<file path="config.mk">
export PLATFORM = sky130hd
export DESIGN_NAME = arr_fifo
export DESIGN_NICKNAME = d
export VERILOG_FILES = /design/src/rtl/arr_fifo.sv
export SDC_FILE = /design/constraint.sdc
export NUM_CORES = 1
export LEC_CHECK = 0
export BUFFER_PORTS_ARGS = -buffer_cell sky130_fd_sc_hd__buf_4
export CORE_MARGIN = 5
export CORE_UTILIZATION = 30
export CTS_CLUSTER_SIZE = 40
export DETAILED_ROUTE_END_ITERATION = 10
export GPL_TIMING_DRIVEN = 0
export HOLD_SLACK_MARGIN = 0.1
export SYNTH_ARGS = -nofsm -noshare
export SYNTH_HDL_FRONTEND = slang
export SYNTH_SLANG_ARGS = --single-unit
</file>
<file path="constraint.sdc">
create_clock -name clock -period 5.9 [get_ports clock]
set_input_delay 1.18 -clock clock [delete_from_list [all_inputs] [get_ports clock]]
set_output_delay 1.18 -clock clock [all_outputs]
set_load 0.05 [all_outputs]
</file>
<file path="src/rtl/arr_fifo.sv">
// ----------------------------------------------------------------------------
// arr_fifo: small register queue
// Push/full on the write side, pop/empty on the read side, head shown directly.
// ----------------------------------------------------------------------------
module arr_fifo #(
   parameter int WIDTH = 8,
   parameter int DEPTH = 4
) (
   input  logic             clock,
   input  logic             reset,
   input  logic             push,
   input  logic [WIDTH-1:0] data_in,
   output logic             full,
   input  logic             pop,
   output logic [WIDTH-1:0] data_out,
   output logic             empty
);

   localparam int AW   = (DEPTH > 1) ? $clog2(DEPTH) : 1;
   localparam int CNTW = $clog2(DEPTH + 1);

   logic [WIDTH-1:0] mem_ff [DEPTH];
   logic [AW-1:0]    wr_ff, wr_in, rd_ff, rd_in;
   logic [CNTW-1:0]  cnt_ff, cnt_in;
   logic             do_wr, do_rd;

   assign full     = (cnt_ff == CNTW'(DEPTH));
   assign empty    = (cnt_ff == '0);
   assign do_wr    = push && !full;
   assign do_rd    = pop && !empty;
   assign data_out = mem_ff[rd_ff];

   always_comb begin
      wr_in  = wr_ff;
      rd_in  = rd_ff;
      cnt_in = cnt_ff;
      if (do_wr) begin
         wr_in = (wr_ff == AW'(DEPTH - 1)) ? '0 : wr_ff + 1'b1;
      end
      if (do_rd) begin
         rd_in = (rd_ff == AW'(DEPTH - 1)) ? '0 : rd_ff + 1'b1;
      end
      if (do_wr && !do_rd) begin
         cnt_in = cnt_ff + 1'b1;
      end else if (do_rd && !do_wr) begin
         cnt_in = cnt_ff - 1'b1;
      end
   end

   always_ff @(posedge clock) begin
      if (reset) begin
         wr_ff  <= '0;
         rd_ff  <= '0;
         cnt_ff <= '0;
      end else begin
         wr_ff  <= wr_in;
         rd_ff  <= rd_in;
         cnt_ff <= cnt_in;
      end
   end

   always_ff @(posedge clock) begin
      if (do_wr) begin
         mem_ff[wr_ff] <= data_in;
      end
   end

endmodule

</file>
==> impl_metrics.csv <==
group,metric,value,unit
synthesis,yosysWarnings,0,
clock_network,hold_buffers,0,
clock_network,cts-buffers-inserted,5,
setup_path,worstPathCellList,"buf_2 > mux4_2 > buf_4",
synthesis,syn_inst,92,
finish,finalNetCount,138,
setup_path,path_class,"reg2out",
floorplanning,die_w,84.06,µm
setup_path,cp_top_family,"multiplexers",
floorplanning,floorplan.io_pins,22,
synthesis,syn_area,1645,µm²
sta,rsz0062_at_grt,"no",
detailed_routing,antenna_left,0,
setup_path,critPathCaptureType,"output port",
run,cap_violations,0,
grt,track_usage,0.08832,
synthesis,synth_area_leaders,"edfxtp_1 (58%), dfxtp_1 (11%), mux4_2 (11%)",
synthesis,async_flop_share,0,
pwr,peakVddDrop,0.0001922,V
grt,grt.overflow.total,0,
clock_network,cts_root_buf,"clkbuf_8",
sta,finalCriticalPeriod,2.805,ns
setup_path,arrival,1.62,ns
worst_hold_path,min_path_type,"reg2reg",
place,gp_congestion,0.7027,
setup_path,worstSetupStartpointType,"flip-flop",
finish,antennaDiodeCount,0,
synthesis,yosys.area.top_type,"edfxtp_1",
clock_network,path_clk_slew,0.07,ns
pwr,power.density,435.2,nW/µm²
detailed_routing,first_pass_iters,4,
setup_path,required,4.72,ns
clock_network,clk_latency,0.28,ns
setup_path,cpMaxStageDelayCell,"mux4_2",
clock_network,htreeDepth,2,
finish,multiInputGateArea,456.7,µm²
sta,fmax,0.3566,GHz
finish,final_layout_size_suffix_gt1_frac,0.3782,
finish,register_area,1141,µm²
setup_path,worst-path-max-fanout,8,
floorplanning,die-height,84.06,µm
floorplanning,core_area,5405,µm²
detailed_routing,drcViolationCount,0,
clock_network,postCtsSetupRepairBufs,0,
synthesis,synth_flop_cell,"edfxtp_1",
grt,grt_max_degree,13,
place,pre_cts_ws,2.931,ns
synthesis,yosys_register_bits,41,
clock_network,cts_tree,"built",
synthesis,synth_seq_area_share,0.6935,
floorplanning,num_rows,27,
synthesis,syn_nets,111,
synthesis,synth_most_common_cell,"edfxtp_1",
synthesis,synth-edff-count,32,
detailed_routing,via_per_inst,4.571,
detailed_routing,wl_per_cell,14.38,µm
place,portBuffers,20,
detailed_routing,vias,873,
synthesis,yosys.cell_types.count,26,
pwr,power.leakage,0.0007097,µW
detailed_routing,drtIter0Drc,58,
grt,grt_pass1_vias,949,
clock_network,cts_max_path_buffers,2,
finish,fillCellCount,536,
sta,setup_viol,0,
outcome,outcome,"completed",
clock_network,cts_sinks,41,
sta,relSlewSlack,0.6604,
synthesis,yosys-top-cells-count,"edfxtp_1 (32), dfxtp_1 (9), mux4_2 (8)",
sta,finalSetupTns,0,ns
synthesis,avgSynthCellArea,17.88,µm²
floorplanning,die_area,7065,µm²
sta,period_share,0.4753,
clock_network,cts_resized,0,
grt,antenna_found_initial,0,
sta,worstMarginPinSlew,0.5094,ns
synthesis,yosysTopAreaCellShare,0.5840,
grt,grt_pass1_wl,4.719,mm
place,post-dp-hpwl,1.982,mm
setup_path,slowest_delay,0.55,ns
finish,syn_to_final_growth,19.47,%
sta,fin_skew,0.004018,ns
setup_path,path_buf_inv,2,
detailed_routing,routed_wl,2.747,mm
sta,slew_violations,0,
sta,fin_ws,3.095,ns
floorplanning,initial_core_util,0.3044,
sta,finalHoldViolCount,0,
[power breakdown]
group | internal, µW | switching, µW
clock | 79.3 | 88.7
combinational | 119 | 196
sequential | 352 | 20.8
[layer usage]
metal	vias to the layer above	wire length, µm	part of all wire	track usage
li1	408	-	-	-
met1	436	1105	0.40	0.1007
met2	24	1468	0.53	0.1485
met3	5	141	0.051	0.03356
met4	0	31	0.011	0.03509
met5	-	0	0	0
[flip-flops by register name, indices dropped and copies added (netlist names), named ones only]
signal  count
wr_ff       2
rd_ff       2
cnt_ff      3
mem_ff     32
[worst register-to-register path: cells and delay by family (launching register included)]
kind,cells,cell delay (ns)
compound gates,1,0.15
xor+xnor,1,0.16
fa+ha+maj,2,0.58
buf+inv,3,0.24
flops,1,0.45
simple gates,3,0.71
[cells in the final DEF (no fill, tap or decap)]
| master | n |
|---|---|
| nor2_1 | 3 |
| fa_1 | 1 |
| buf_1 | 1 |
| nand3_1 | 2 |
| or3_2 | 1 |
| mux4_2 | 8 |
| nor3_1 | 2 |
| o21ai_1 | 1 |
| ha_1 | 6 |
| inv_1 | 4 |
| clkbuf_1 | 1 |
| clkbuf_8 | 5 |
| o21ai_0 | 1 |
| clkinv_4 | 1 |
| o31ai_2 | 2 |
| buf_2 | 1 |
| edfxtp_1 | 32 |
| a21oi_1 | 3 |
| clkinvlp_4 | 1 |
| or3b_1 | 1 |
| xor2_1 | 2 |
| buf_4 | 20 |
| buf_6 | 1 |
| dfxtp_1 | 9 |
| and3_2 | 4 |
| nor2_2 | 1 |
| clkinv_1 | 1 |
| nand2_1 | 1 |
| or3_1 | 1 |
| mux2i_1 | 2 |
[path summary, 6_finish.rpt]
path / from / endpoint / slack (ns) / cells after the start
setup / recovery: flip-flop / data_out[1] / 3.10 / 3
hold / removal: rd_ff[0] / flip-flop / 0.51 / 2
hold reg to reg: rd_ff[0] / flip-flop / 0.51 / 2
setup reg to reg: cnt_ff[0] / cnt_ff[2] / 3.54 / 10
[kinds of logic after synthesis]
family | synth area share
DFF | 0.6935
and+or+nand+nor | 0.05704
muxes | 0.1217
buffers and inverters | 0.02889
AOI/OAI and AO/OA | 0.03041
adders and majority gates | 0.05779
xor gates and xnor gates | 0.01065
[per-stage QoR]
stage / area [µm²] / util / total power, µW / cells / hold slack, ns
after floorplan: 1645 / - / 610.9 / 92 / 0.4634
after global placement: 1886 / 0.3488 / 683.6 / 184 / 0.4758
after detailed placement: 1886 / 0.3488 / 700.8 / 184 / 0.4934
after CTS: 1966 / 0.3637 / 870.0 / 191 / 0.5182
after global routing: 1966 / 0.3637 / 910.2 / 191 / 0.5657
final: 1966 / 0.3637 / 855.5 / 191 / 0.5095
[layout make-up]
type | instances | area share
Clock buffer | 5 | 0.03501
Clock inverter | 2 | 0.005729
Multi-Input combinational cell | 42 | 0.2323
Tap cell | 72 | 0.04583
Buffer | 4 | 0.01209
Timing Repair Buffer | 20 | 0.07638
Inverter | 5 | 0.01209
Sequential cell | 41 | 0.5805
(Power assumes the default switching activity.)
