### src/rtl/arr_pkg.sv
// ----------------------------------------------------------------------------
// arr_pkg: shared types and constants
// Request and result records, angle reduction constants and the CORDIC
// arctangent table for the axis-angle rotation matrix block.
// ----------------------------------------------------------------------------
package arr_pkg;

   localparam int AXIS_W  = 16;
   localparam int ANGLE_W = 17;
   localparam int ENTRY_W = 16;
   localparam int SQ_W    = 32;
   localparam int ANG_W   = 19;
   localparam int CW      = 32;
   localparam int ENTRIES = 9;

   localparam logic signed [ANG_W-1:0] ANG_FULL    = 19'sd46080;
   localparam logic signed [ANG_W-1:0] ANG_HALF    = 19'sd23040;
   localparam logic signed [ANG_W-1:0] ANG_QUARTER = 19'sd11520;
   localparam logic signed [ANG_W-1:0] ANG_BIAS    = 19'sd92160;

   localparam logic signed [CW-1:0] CORDIC_X0 = 32'sd652032874;

   localparam int ATAN_LEN = 24;
   // atan(2^-i) in units of 2^-23 degree
   localparam logic signed [CW-1:0] ATAN_DEG [ATAN_LEN] = '{
      32'sd377487360, 32'sd222843801, 32'sd117744544, 32'sd59768969,
      32'sd30000467,  32'sd15014858,  32'sd7509261,   32'sd3754860,
      32'sd1877459,   32'sd938733,    32'sd469367,    32'sd234683,
      32'sd117342,    32'sd58671,     32'sd29335,     32'sd14668,
      32'sd7334,      32'sd3667,      32'sd1833,      32'sd917,
      32'sd458,       32'sd229,       32'sd115,       32'sd57
   };

   typedef struct packed {
      logic signed [AXIS_W-1:0] axis_x;
      logic signed [AXIS_W-1:0] axis_y;
      logic signed [AXIS_W-1:0] axis_z;
      logic [SQ_W-1:0]          sq;
      logic signed [CW-1:0]     z0;
      logic                     neg;
      logic                     zero;
   } arr_item_type;

   typedef struct packed {
      logic [ENTRIES-1:0][ENTRY_W-1:0] m;
      logic                            zero_axis;
   } arr_result_type;

endpackage

### src/rtl/arr_front.sv
// ----------------------------------------------------------------------------
// arr_front: request intake
// Squares the axis, reduces and folds the angle, flags a zero axis.
// ----------------------------------------------------------------------------
module arr_front (
   input  logic                                  clock,
   input  logic                                  reset,
   input  logic                                  push,
   output logic                                  full,
   input  logic signed [arr_pkg::AXIS_W-1:0]     axis_x,
   input  logic signed [arr_pkg::AXIS_W-1:0]     axis_y,
   input  logic signed [arr_pkg::AXIS_W-1:0]     axis_z,
   input  logic signed [arr_pkg::ANGLE_W-1:0]    angle_deg,
   output logic                                  q_push,
   output arr_pkg::arr_item_type                 q_item,
   input  logic                                  q_full
);

   logic                                 fen;
   logic                                 a_valid_ff, b_valid_ff;
   logic signed [arr_pkg::AXIS_W-1:0]    a_x_ff, a_y_ff, a_z_ff;
   logic signed [arr_pkg::ANGLE_W-1:0]   a_ang_ff;
   logic signed [arr_pkg::AXIS_W-1:0]    b_x_ff, b_y_ff, b_z_ff;
   logic [arr_pkg::SQ_W-1:0]             b_sqx_ff, b_sqy_ff, b_sqz_ff;
   logic [arr_pkg::SQ_W-1:0]             b_sqx_in, b_sqy_in, b_sqz_in;
   logic signed [arr_pkg::ANG_W-1:0]     b_ang_ff, b_ang_in;
   logic signed [2*arr_pkg::AXIS_W-1:0]  px, py, pz;
   logic signed [arr_pkg::ANG_W-1:0]     fold;
   logic                                 neg;

   assign fen    = !(b_valid_ff && q_full);
   assign full   = !fen;
   assign q_push = b_valid_ff && fen;

   always_comb begin
      px       = a_x_ff * a_x_ff;
      py       = a_y_ff * a_y_ff;
      pz       = a_z_ff * a_z_ff;
      b_sqx_in = arr_pkg::SQ_W'(px);
      b_sqy_in = arr_pkg::SQ_W'(py);
      b_sqz_in = arr_pkg::SQ_W'(pz);
      b_ang_in = arr_pkg::ANG_W'(a_ang_ff) + arr_pkg::ANG_BIAS;
      if (b_ang_in >= arr_pkg::ANG_BIAS) begin
         b_ang_in = b_ang_in - arr_pkg::ANG_BIAS;
      end
      if (b_ang_in >= arr_pkg::ANG_FULL) begin
         b_ang_in = b_ang_in - arr_pkg::ANG_FULL;
      end
   end

   always_comb begin
      fold = b_ang_ff;
      neg  = 1'b0;
      if (fold >= arr_pkg::ANG_HALF) begin
         fold = fold - arr_pkg::ANG_FULL;
      end
      if (fold > arr_pkg::ANG_QUARTER) begin
         fold = fold - arr_pkg::ANG_HALF;
         neg  = 1'b1;
      end else if (fold < -arr_pkg::ANG_QUARTER) begin
         fold = fold + arr_pkg::ANG_HALF;
         neg  = 1'b1;
      end
      q_item.axis_x = b_x_ff;
      q_item.axis_y = b_y_ff;
      q_item.axis_z = b_z_ff;
      q_item.sq     = b_sqx_ff + b_sqy_ff + b_sqz_ff;
      q_item.z0     = arr_pkg::CW'(fold) <<< 16;
      q_item.neg    = neg;
      q_item.zero   = (q_item.sq == '0);
   end

   always_ff @(posedge clock) begin
      if (reset) begin
         a_valid_ff <= 1'b0;
         b_valid_ff <= 1'b0;
      end else if (fen) begin
         a_valid_ff <= push;
         b_valid_ff <= a_valid_ff;
      end
   end

   always_ff @(posedge clock) begin
      if (fen) begin
         a_x_ff   <= axis_x;
         a_y_ff   <= axis_y;
         a_z_ff   <= axis_z;
         a_ang_ff <= angle_deg;
         b_x_ff   <= a_x_ff;
         b_y_ff   <= a_y_ff;
         b_z_ff   <= a_z_ff;
         b_sqx_ff <= b_sqx_in;
         b_sqy_ff <= b_sqy_in;
         b_sqz_ff <= b_sqz_in;
         b_ang_ff <= b_ang_in;
      end
   end

endmodule

### config.mk
export PLATFORM = sky130hd
export DESIGN_NAME = arr_front
export DESIGN_NICKNAME = d
export VERILOG_FILES = /design/src/rtl/arr_pkg.sv /design/src/rtl/arr_front.sv
export SDC_FILE = /design/constraint.sdc
export NUM_CORES = 2
export LEC_CHECK = 0
export ABC_AREA = 1
export BUFFER_PORTS_ARGS = -buffer_cell sky130_fd_sc_hd__buf_4
export CAP_MARGIN = 40
export CORE_ASPECT_RATIO = 1.5
export CORE_MARGIN = 10
export CORE_UTILIZATION = 55
export DETAILED_ROUTE_END_ITERATION = 8
export PLACE_DENSITY_LB_ADDON = 0.12
export SETUP_SLACK_MARGIN = 0.02
export SYNTH_ARGS = -nofsm -noshare
export SYNTH_HDL_FRONTEND = slang
export SYNTH_SLANG_ARGS = --single-unit
### constraint.sdc
create_clock -name clock -period 11.76 [get_ports clock]
set_input_delay 2.352 -clock clock [delete_from_list [all_inputs] [get_ports clock]]
set_output_delay 2.352 -clock clock [all_outputs]
set_load 0.02 [all_outputs]
==> flow_summary.ini <==
[run_status]
status = finished, final reports clean

[floorplanning]
fp.coreArea_mm2 = 0.06998
die_h_um = 344.7
rows = 119
die-area_mm2 = 0.08152
die_w_um = 236.5
io_pins = 185
initial_utilization = 0.5525

[yosys]
synth_ff_type = edfxtp_1
synthCells = 4277
ys.warnings.count = 0
synth_cell_types = 47
synthDominantCellAreaShare = 0.3801
ys_ff_latch = 224
synth_edf_count = 222
synth_area_leaders = fa_1 (38%), edfxtp_1 (17%), inv_1 (12%)
ys_seq_area_frac = 0.1735
syn_area_mm2 = 0.03866
syn_area_per_cell_um2 = 9.039
async_reset_ff_frac = 0
yosys.area.top_type = fa_1

[critical_path]
crit_chain = fa_1, ha_1, o21ai_0, inv_1, nand3_1, nand3_1, nand2_1, nand2_1, xnor2_1, nand2_1, nor2_1, nand2_1, nor3_1, buf_4
cpLargestDelayFamily = simple AND/OR/NAND/NOR gates
crit_type = flop to primary output
cp.buffers_inverters = 2
critPathMaxStageDelay_ns = 0.59
worstPathArrival_ns = 4.56
worst-path-max-fanout = 4
required_ns = 9.41
endpoint_kind = primary output
cp_slowest_cell = nor3_1
setup.worst_path.start_class = flop
crit_top_cell = nand2_1

[layout]
nets = 5497
diodes = 0
final_util = 0.5953
syn_to_final_growth_pct = 7.751
final_cell_mix = inv_1 (1232), nand2_1 (758), fa_1 (734)
final_common_cell = inv_1
n_fill_cell = 6339
drive_gt1_frac = 0.06898

[place]
portBuffers = 168
dpl.hpwl_um = 75640
gp_congestion = 0.9132

[clock_network]
cts_repair_resize_count = 0
cts_tree = done
clkLatencyLatePin_ns = 0.60
cts_setup_buffers = 0
numCtsBuffers = 28
cts-root-buf = clkbuf_16
htreeDepth = 1
cts_buffer_depth = 3
hold_buffers = 0
clkTransAtPathRegs_ns = 0.06
clock_sinks = 224

[sta]
period_minus_slack_ns = 6.916
clock-skew-final_ns = 0.01498
max_freq_mhz = 144.6
fin_crit_sh = 0.5881
slew_headroom = 0.3918
finalSetupTns_ns = 0
finalSetupViolations = 0
rsz0062_at_grt = false
drv_slew = 0
worstMarginPinSlew_ns = 0.9123
hold_viol_final = 0

[routing]
ant_nets = 0
vias = 26790
drc = 0
drt_iter0_markers = 1300
wl_um = 89080
drt_pass1_iterations = 6
post_drt_wl_per_cell_um = 16.76
drt-vias-per-instance = 5.041

[global_routing]
antenna_found_initial = 0
first_global_vias = 29437
grt_pass1_wl_um = 147300
grt.overflow.total = 0
grt_usage = 0.2247
grt_start_max_net_pins = 65

[run]
cap_violations = 0

[hold_path]
hold_class = flop to flop
cells by family (layout without fill, tap and decap cells):
| family | after synthesis | in the layout | synth area share |
|---|---|---|---|
| DFF | 224 | 224 | 0.1735 |
| muxes | 1 | 1 | 0.0002913 |
| and+or+nand+nor | 1155 | 1155 | 0.1246 |
| adders and majority gates | 1043 | 1043 | 0.4801 |
| buffers and inverters | 1373 | 1485 | 0.1364 |
| other | 1 | 19 | 0.00009700 |
| xor gates and xnor gates | 176 | 176 | 0.03987 |
| AOI/OAI and AO/OA | 304 | 304 | 0.04521 |
flip-flops by register name, indices dropped and copies added (netlist names), 16 cells and up:
signal,cells
a_x_ff,16
a_z_ff,16
a_ang_ff,17
a_y_ff,16
b_sqx_ff,30
b_x_ff,16
b_sqy_ff,30
b_ang_ff,19
b_sqz_ff,30
b_y_ff,16
b_z_ff,16
worst register-to-register path, delay by kind of cell (launching register included):
kind	cells	cell delay [ns]
AOI/OAI and AO/OA	1	0.09
xor gates and xnor gates	1	0.15
adders and majority gates	7	3.72
buffers and inverters	5	0.49
DFF	1	0.90
and+or+nand+nor	7	1.08
cells in the mapped netlist, types with 5 or more instances:
| cell | count |
|---|---|
| a211oi_1 | 5 |
| a21boi_0 | 9 |
| a21o_1 | 17 |
| a21oi_1 | 144 |
| a31o_2 | 5 |
| a31oi_1 | 8 |
| buf_4 | 29 |
| clkbuf_1 | 94 |
| edfxtp_1 | 222 |
| fa_1 | 734 |
| ha_1 | 309 |
| inv_1 | 1232 |
| inv_2 | 10 |
| nand2_1 | 759 |
| nand2_2 | 15 |
| nand2_4 | 11 |
| nand3_1 | 108 |
| nand3b_1 | 5 |
| nand4_1 | 13 |
| nor2_1 | 183 |
| nor3_1 | 28 |
| nor4_1 | 9 |
| o2111ai_1 | 6 |
| o211ai_1 | 5 |
| o21a_1 | 7 |
| o21ai_0 | 73 |
| o21bai_1 | 20 |
| or2_2 | 11 |
| xnor2_1 | 64 |
| xor2_1 | 112 |
routing by layer:
metal	global-route usage	vias up	routed length (µm)
met1	0.2567	13353	34060
met3	0.02424	150	3235
met2	0.4261	485	48490
met4	0.07978	0	3288
met5	0	-	0
li1	-	12802	-
layout make-up:
class                           count  area [µm²]  area share
Tap cell                          907        1135     0.02724
Multi-Input combinational cell   2698       26760      0.6423
Clock inverter                     23       255.2    0.006127
Sequential cell                   224        6706      0.1610
Clock buffer                       29       704.4     0.01691
Inverter                         1247        4683      0.1124
Timing Repair Buffer              186        1416     0.03400
stage by stage:
step	hold WS, ns	std cells	setup WS, ns	cell area [µm²]
detailed placement	0.4362	5262	5.146	40700
finish	0.4576	5314	4.844	41660
CTS	0.4577	5314	4.956	41660
floorplan	0.4244	4295	1.247	38730
global route	0.4811	5314	4.569	41660
global placement	0.4308	5261	5.254	40670
worst paths after layout:
kind          startpoint            to  slack (ns)  cells after the start
min          a_ang_ff[2]   b_ang_ff[2]        0.46                      0
max          b_sqz_ff[4]     q_item[0]        4.84                     14
min reg2reg  a_ang_ff[2]   b_ang_ff[2]        0.46                      0
max reg2reg    a_x_ff[2]  b_sqx_ff[28]        5.08                     21
Power is not shown: default switching activity piles up to over one toggle a cycle in this logic, so the estimate is an artifact.
